==> config.mk <==
export PLATFORM = sky130hd
export DESIGN_NAME = kermit_sender_control
export DESIGN_NICKNAME = d
export VERILOG_FILES = /design/src/hdl/ksc_pkg.sv /design/src/hdl/ksc_fsm.sv /design/src/hdl/kermit_sender_control.sv
export SDC_FILE = /design/constraint.sdc
export NUM_CORES = 1
export LEC_CHECK = 0
export BUFFER_PORTS_ARGS = -buffer_cell sky130_fd_sc_hd__buf_2
export CORE_MARGIN = 2
export CORE_UTILIZATION = 42
export CTS_BUF_LIST = sky130_fd_sc_hd__clkbuf_4 sky130_fd_sc_hd__clkbuf_8 sky130_fd_sc_hd__clkbuf_16
export CTS_CLUSTER_SIZE = 40
export DETAILED_ROUTE_END_ITERATION = 12
export HOLD_SLACK_MARGIN = 0.03
export PLACE_DENSITY = 0.62
export SYNTH_ARGS = -nofsm -noshare
export SYNTH_HDL_FRONTEND = slang
export SYNTH_SLANG_ARGS = --single-unit
==> constraint.sdc <==
create_clock -name clk -period 2.5 [get_ports clk]
set_input_delay 0.5 -clock clk [delete_from_list [all_inputs] [get_ports clk]]
set_output_delay 0.5 -clock clk [all_outputs]
set_load 0.05 [all_outputs]
==> src/hdl/ksc_pkg.sv <==
`timescale 1ns / 1ps
// ----------------------------------------------------------------------------
// ksc_pkg
// Types and constants shared by the Kermit sender control block.
// ----------------------------------------------------------------------------
package ksc_pkg;

	localparam int SEQ_MODULUS = 64;
	localparam int FULL_CHUNK  = 254;

	localparam logic [5:0] SEQ_MAX        = 6'(SEQ_MODULUS - 1);
	localparam logic [7:0] FULL_CHUNK_LEN = 8'(FULL_CHUNK);

	// configuration register indexes
	localparam logic [1:0] REG_FILE_COUNT   = 2'd0;
	localparam logic [1:0] REG_INIT_RETRIES = 2'd1;
	localparam logic [1:0] REG_RETRY_LIMIT  = 2'd2;

	localparam logic [7:0] FILE_COUNT_RST   = 8'd1;
	localparam logic [2:0] INIT_RETRIES_RST = 3'd2;
	localparam logic [2:0] RETRY_LIMIT_RST  = 3'd3;

	typedef enum logic [1:0] {
		FUNC_START   = 2'd0,
		FUNC_REPLY   = 2'd1,
		FUNC_TIMEOUT = 2'd2
	} func_t;

	typedef enum logic [2:0] {
		ACT_NONE    = 3'd0,
		ACT_S       = 3'd1,
		ACT_F       = 3'd2,
		ACT_D       = 3'd3,
		ACT_Z       = 3'd4,
		ACT_B       = 3'd5,
		ACT_RESEND  = 3'd6,
		ACT_RESTAMP = 3'd7
	} action_t;

	typedef struct packed {
		func_t      func;
		logic       reply_is_nak;
		logic [5:0] reply_seq;
		logic [7:0] chunk_len;
	} event_t;

	typedef struct packed {
		logic [7:0] file_count;
		logic [2:0] init_retries;
		logic [2:0] retry_limit;
	} cfg_t;

	typedef struct packed {
		action_t    action;
		logic [5:0] packet_seq;
		logic [7:0] file_index;
		logic [7:0] data_len;
		logic       done_res;
		logic       aborted;
	} result_t;

endpackage

==> src/hdl/ksc_fsm.sv <==
`timescale 1ns / 1ps
// ----------------------------------------------------------------------------
// ksc_fsm
// Transfer phase, sequence, retry budget and file count; one event per step,
// result registered on the same edge the state moves.
// ----------------------------------------------------------------------------
module ksc_fsm (
	input  logic             clk,
	input  logic             arst_n,
	input  logic             step,
	input  ksc_pkg::event_t  evt,
	input  ksc_pkg::cfg_t    cfg,
	output ksc_pkg::result_t res
);

	typedef enum logic [2:0] {
		PH_IDLE  = 3'd0,
		PH_INIT  = 3'd1,
		PH_FILE  = 3'd2,
		PH_DATA  = 3'd3,
		PH_EOF   = 3'd4,
		PH_EOT   = 3'd5,
		PH_STOP  = 3'd6,
		PH_ABORT = 3'd7
	} phase_t;

	phase_t           phase_q, phase_d;
	logic [5:0]       seq_q, seq_d;
	logic [2:0]       retries_q, retries_d;
	logic [7:0]       files_q, files_d;
	ksc_pkg::result_t res_q, res_d;

	logic             timeout;
	logic             stale;
	logic [7:0]       clen;

	// a zero budget register counts as one
	function automatic logic [2:0] budget(input logic [2:0] r);
		return (r == 3'd0) ? 3'd1 : r;
	endfunction

	assign timeout = (evt.func == ksc_pkg::FUNC_TIMEOUT);
	assign stale   = (evt.func == ksc_pkg::FUNC_REPLY) && (evt.reply_seq < seq_q);
	assign clen    = (evt.chunk_len > ksc_pkg::FULL_CHUNK_LEN) ?
	                 ksc_pkg::FULL_CHUNK_LEN : evt.chunk_len;

	always_comb begin
		phase_d          = phase_q;
		seq_d            = seq_q;
		retries_d        = retries_q;
		files_d          = files_q;
		res_d            = '0;
		res_d.action     = ksc_pkg::ACT_NONE;

		case (evt.func)
			ksc_pkg::FUNC_START: begin
				if (phase_q == PH_IDLE) begin
					seq_d        = '0;
					retries_d    = budget(cfg.init_retries);
					phase_d      = PH_INIT;
					res_d.action = ksc_pkg::ACT_S;
				end
			end
			ksc_pkg::FUNC_REPLY, ksc_pkg::FUNC_TIMEOUT: begin
				if (phase_q inside {[PH_INIT:PH_EOT]}) begin
					if (timeout || stale) begin
						// stale reply is free, except while waiting on S
						if (timeout || phase_q == PH_INIT)
							retries_d = retries_q - 3'd1;
						res_d.action = ksc_pkg::ACT_RESEND;
						if (retries_d == 3'd0)
							phase_d = PH_ABORT;
					end else begin
						seq_d     = (seq_q == ksc_pkg::SEQ_MAX) ? 6'd0 : seq_q + 6'd1;
						retries_d = budget(cfg.retry_limit);
						if (evt.reply_is_nak) begin
							res_d.action = ksc_pkg::ACT_RESTAMP;
						end else begin
							case (phase_q)
								PH_INIT: begin
									res_d.action     = ksc_pkg::ACT_F;
									res_d.file_index = 8'd1;
									files_d          = 8'd1;
									phase_d          = PH_DATA;
								end
								PH_FILE: begin
									if (files_q < cfg.file_count) begin
										files_d          = files_q + 8'd1;
										res_d.action     = ksc_pkg::ACT_F;
										res_d.file_index = files_d;
										phase_d          = PH_DATA;
									end else begin
										res_d.action = ksc_pkg::ACT_B;
										phase_d      = PH_EOT;
									end
								end
								PH_DATA: begin
									// short chunk closes the file
									if (clen < ksc_pkg::FULL_CHUNK_LEN)
										phase_d = PH_EOF;
									res_d.action   = ksc_pkg::ACT_D;
									res_d.data_len = clen + 8'd1;
								end
								PH_EOF: begin
									res_d.action = ksc_pkg::ACT_Z;
									phase_d = (files_q < cfg.file_count) ? PH_FILE : PH_EOT;
								end
								default: begin
									res_d.action = ksc_pkg::ACT_B;
									phase_d      = PH_STOP;
								end
							endcase
						end
					end
				end
			end
			default: ;
		endcase

		res_d.packet_seq = (res_d.action == ksc_pkg::ACT_NONE) ? 6'd0 : seq_d;
		res_d.done_res   = (phase_d == PH_STOP);
		res_d.aborted    = (phase_d == PH_ABORT);
	end

	always_ff @(posedge clk or negedge arst_n) begin
		if (!arst_n) begin
			phase_q   <= PH_IDLE;
			seq_q     <= '0;
			retries_q <= ksc_pkg::INIT_RETRIES_RST;
			files_q   <= '0;
			res_q     <= '0;
		end else if (step) begin
			phase_q   <= phase_d;
			seq_q     <= seq_d;
			retries_q <= retries_d;
			files_q   <= files_d;
			res_q     <= res_d;
		end
	end

	assign res = res_q;

endmodule

==> src/hdl/kermit_sender_control.sv <==
`timescale 1ns / 1ps
// ----------------------------------------------------------------------------
// kermit_sender_control
// Sender-side control of a Kermit-style transfer: events in, next packet out.
//
//   channel  dir  handshake              payload
//   s_axis   in   tvalid/tready          tuser: func, reply_is_nak
//                                        tdata: reply_seq, chunk_len
//   m_axis   out  tvalid/tready          tuser: action
//                                        tdata: packet_seq .. aborted
//   cfg      in   cfg_we                 cfg_index, cfg_wdata
//
// One word per cycle sustained while m_axis is not stalled; a word passes the
// input register, then the state update that loads the result register.
// arst_n returns phase to idle and the config registers to their defaults.
// A stalled m_axis holds its word; the input register keeps taking words as
// long as the result register drains.
// ----------------------------------------------------------------------------
module kermit_sender_control (
	input  logic        clk,
	input  logic        arst_n,

	input  logic        s_axis_tvalid,
	output logic        s_axis_tready,
	input  logic [15:0] s_axis_tdata,  // reply_seq[5:0], chunk_len[13:6], zero pad
	input  logic [2:0]  s_axis_tuser,  // func[1:0], reply_is_nak[2]

	output logic        m_axis_tvalid,
	input  logic        m_axis_tready,
	output logic [23:0] m_axis_tdata,  // packet_seq[5:0], file_index[13:6],
	                                   // data_len[21:14], done_res[22], aborted[23]
	output logic [2:0]  m_axis_tuser,  // action[2:0]

	input  logic        cfg_we,
	input  logic [1:0]  cfg_index,
	input  logic [7:0]  cfg_wdata
);

	ksc_pkg::cfg_t    cfg_q;
	ksc_pkg::event_t  evt_s1;
	logic             valid_s1;
	logic             out_valid_q;
	logic             step;
	ksc_pkg::result_t res;

	assign step          = valid_s1 && (!out_valid_q || m_axis_tready);
	assign s_axis_tready = !valid_s1 || step;

	always_ff @(posedge clk or negedge arst_n) begin
		if (!arst_n) begin
			cfg_q.file_count   <= ksc_pkg::FILE_COUNT_RST;
			cfg_q.init_retries <= ksc_pkg::INIT_RETRIES_RST;
			cfg_q.retry_limit  <= ksc_pkg::RETRY_LIMIT_RST;
		end else if (cfg_we) begin
			case (cfg_index)
				ksc_pkg::REG_FILE_COUNT:   cfg_q.file_count   <= cfg_wdata;
				ksc_pkg::REG_INIT_RETRIES: cfg_q.init_retries <= cfg_wdata[2:0];
				ksc_pkg::REG_RETRY_LIMIT:  cfg_q.retry_limit  <= cfg_wdata[2:0];
				default: ;
			endcase
		end
	end

	always_ff @(posedge clk or negedge arst_n) begin
		if (!arst_n) begin
			valid_s1    <= 1'b0;
			out_valid_q <= 1'b0;
		end else begin
			if (s_axis_tready)
				valid_s1 <= s_axis_tvalid;
			if (step)
				out_valid_q <= 1'b1;
			else if (m_axis_tready)
				out_valid_q <= 1'b0;
		end
	end

	always_ff @(posedge clk) begin
		if (s_axis_tready && s_axis_tvalid) begin
			evt_s1.func         <= ksc_pkg::func_t'(s_axis_tuser[1:0]);
			evt_s1.reply_is_nak <= s_axis_tuser[2];
			evt_s1.reply_seq    <= s_axis_tdata[5:0];
			evt_s1.chunk_len    <= s_axis_tdata[13:6];
		end
	end

	ksc_fsm u_fsm (
		.clk    (clk),
		.arst_n (arst_n),
		.step   (step),
		.evt    (evt_s1),
		.cfg    (cfg_q),
		.res    (res)
	);

	assign m_axis_tvalid = out_valid_q;
	assign m_axis_tuser  = res.action;
	assign m_axis_tdata  = {res.aborted, res.done_res, res.data_len,
	                        res.file_index, res.packet_seq};

endmodule

==> impl_metrics.env <==
export IMPL_io_buffer_count=60
export IMPL_p_leak_nw=2.42
export IMPL_worstSetupStartpoint="u_fsm.files_q[1]"
export IMPL_crit_family="compound AO/OA/AOI/OAI gates"
export IMPL_die_area_mm2=0.0112
export IMPL_synth_top_cell_by_area="dfrtp_1"
export IMPL_final_cell_count_no_fill=669
export IMPL_fin_crit_ns=2.35
export IMPL_yosys_warnings=0
export IMPL_clk_pin_slew_ns=0.09
export IMPL_grt_overflow=0
export IMPL_ios=63
export IMPL_die_width_um=106
export IMPL_cap_violations=0
export IMPL_vias_per_cell=5.39
export IMPL_critPathSlowestCell="or4_1"
export IMPL_outcome="completed"
export IMPL_num_antenna_cells=0
export IMPL_hpwl_mm=7.51
export IMPL_initial_core_util=0.427
export IMPL_antenna_found_initial=0
export IMPL_r2r_end="u_fsm.res[1]"
export IMPL_yosys_top_cells_count="58 x dfrtp_1, 48 x nand2_1, 40 x o21ai_0"
export IMPL_area_growth_pct=20.2
export IMPL_synthArstFlopShare=0.788
export IMPL_placedCellCount=650
export IMPL_ys_types=64
export IMPL_root_buffer="clkbuf_8"
export IMPL_ys_flop_type="dfrtp_1"
export IMPL_crit_type="reg -> reg"
export IMPL_seq_area_frac_synth=0.479
export IMPL_synth_most_common_cell="dfrtp_1"
export IMPL_fin_skew_ns=0.0108
export IMPL_grt_setup_unrepaired="yes"
export IMPL_design_core_area_mm2=0.0102
export IMPL_relSlewSlack=0.506
export IMPL_grt_usage=0.185
export IMPL_final_layout_size_suffix_gt1_frac=0.274
export IMPL_fmax_mhz=425
export IMPL_synth_fp_nets=493
export IMPL_drt_pass1_iterations=4
export IMPL_grt_pass1_wl_mm=16.6
export IMPL_synth_top_area_share=0.332
export IMPL_rr_worst_depth=8
export IMPL_clock_sinks=80
export IMPL_place_congestion=0.865
export IMPL_worst_slew_pin_slew_ns=0.740
export IMPL_ir_drop_uv=285
export IMPL_syn_area_per_cell_um2=9.96
export IMPL_hold_path_class="in -> async"
export IMPL_slowest_delay_ns=0.52
export IMPL_ant_nets=0
export IMPL_htreeDepth=3
export IMPL_cts_made_buffers=9
export IMPL_setup_viol=0
export IMPL_final_hold_viol_count=0
export IMPL_required_ns=2.75
export IMPL_crit_fanout=4
export IMPL_drt_iter0_markers=197
export IMPL_crit_end="u_fsm.res[1]"
export IMPL_synth_seq_cells=80
export IMPL_clock_latency_ns=0.36
export IMPL_placement_rows=37
export IMPL_worstSetupEndpointType="register"
export IMPL_cp_num_buf_inv=0
export IMPL_wire_per_inst_um=14.8
export IMPL_reg2reg_slack_ns=0.15
export IMPL_clockBufferDepth=2
export IMPL_setup_tns_ns=0
export IMPL_synthTopCellsByArea="dfrtp_1 33%, edfxtp_1 12%, ha_1 5.7%"
export IMPL_syn_area_mm2=0.00437
export IMPL_final_nets=582
export IMPL_wl_mm=9.88
export IMPL_fillers=942
export IMPL_grt_pass1_vias=3439
export IMPL_drc=0
export IMPL_pwr_density_cell_mw_per_mm2=785
export IMPL_grt_start_max_net_pins=37
export IMPL_cp_depth=8
export IMPL_num_vias=3603
export IMPL_arrival_ns=2.60
export IMPL_die_h_um=106
export IMPL_synth_edf_count=17
export IMPL_fin_crit_sh=0.941
export IMPL_path_cells="ha_1 -> or4_1 -> a21oi_1 -> a211o_2 -> a31oi_1 -> o311ai_1 -> o21ai_1 -> a32o_1"
export IMPL_maxSlewViolCount=0
export IMPL_finalPower_w=0.00413
export IMPL_holdBufCountCts=0
export IMPL_critPathLaunchType="register"
export IMPL_netlist_instances=439
export IMPL_rr_startpoint="u_fsm.files_q[1]"
export IMPL_whs_ns=0.164
export IMPL_cts_tree="yes"
==> sequential cells by signal (all words and copies together) (netlist names) <==
register         count
m_axis_tvalid        1
u_fsm.phase_q        3
u_fsm.retries_q      3
cfg_q               14
u_fsm.seq_q          6
u_fsm.res           27
u_fsm.files_q        8
evt_s1              17
valid_s1             1
==> report_power, final <==
group | switching (W) | leakage, nW | internal [W]
sequential | 0.000195 | 0.989 | 0.00152
clock | 0.000487 | 0.0952 | 0.000460
combinational | 0.000870 | 1.34 | 0.000600
total | 0.00155 | 2.42 | 0.00258
==> timing repair <==
item	CTS	global route
gates resized for setup	0	6
setup buffers	0	3
endpoints found under the hold margin	0	0
endpoints found under the setup margin	0	6
==> worst min-delay path by stage <==
stage	end	start	slack (ns)	cells after the start
after global routing	u_fsm.res[8]	arst_n	0.21	1
after detailed placement	u_fsm.res[26]	u_fsm.res[26]	0.46	1
after CTS	u_fsm.res[5]	arst_n	0.18	1
final	u_fsm.res[8]	arst_n	0.16	1
after floorplan	cfg_q[10]	arst_n	0.20	0
after global placement	u_fsm.res[26]	u_fsm.res[26]	0.46	1
==> per-stage QoR <==
step	utilization	setup WS, ns	instance area, um2
after detailed placement	0.491	0.121	5020
final	0.514	0.147	5260
after global placement	0.491	0.158	5020
after floorplan	-	0.0886	4370
after global routing	0.514	-0.00734	5260
after CTS	0.510	0.106	5220
==> final cells by class <==
class	instances	area (um2)	share of cell area
repair buffers	95	576	0.109
flip-flops and latches	80	2090	0.398
clock buffers	9	124	0.0236
multi-input cells	319	2130	0.406
well taps	136	170	0.0324
inverters	23	86.3	0.0164
clock inverters	7	72.6	0.0138
==> placed cells by master, fill, tap and decap left out, drive strengths merged, types with 2 or more instances in the layout <==
cell	instances
a2111oi	2
a211oi	2
a21o	7
a21oi	20
a22o	12
a31o	2
a31oi	7
a32o	3
and2	4
and3	6
and4	2
buf	95
clkbuf	9
clkinv	4
clkinvlp	2
dfrtp	58
dfstp	5
edfxtp	17
ha	20
inv	23
mux2	14
nand2	48
nand2b	10
nand3	13
nand3b	3
nand4	4
nor2	32
nor3	9
nor3b	2
nor4	2
o211ai	7
o21ai	43
o311ai	2
o31ai	5
or2	2
or3	4
xnor2	7
xor2	6
==> logic make-up after synthesis <==
logic type | count (synthesis) | synth area share
flip-flops | 80 | 0.479
buffers and inverters | 40 | 0.0369
multiplexers | 14 | 0.0361
AND/OR/NAND/NOR | 145 | 0.165
adder cells (fa/ha/maj) | 20 | 0.0572
AO/OA/AOI/OAI | 127 | 0.200
XOR/XNOR | 13 | 0.0260
==> per-layer routing <==
metal  track usage  vias to the layer above  wire length [um]
met3        0.0270                       11               418
met2         0.291                       89              4510
met1         0.263                     1719              4810
met4        0.0620                        0               139
met5             0                        -                 0
li1              -                     1784                 -
(Power assumes the default switching activity.)
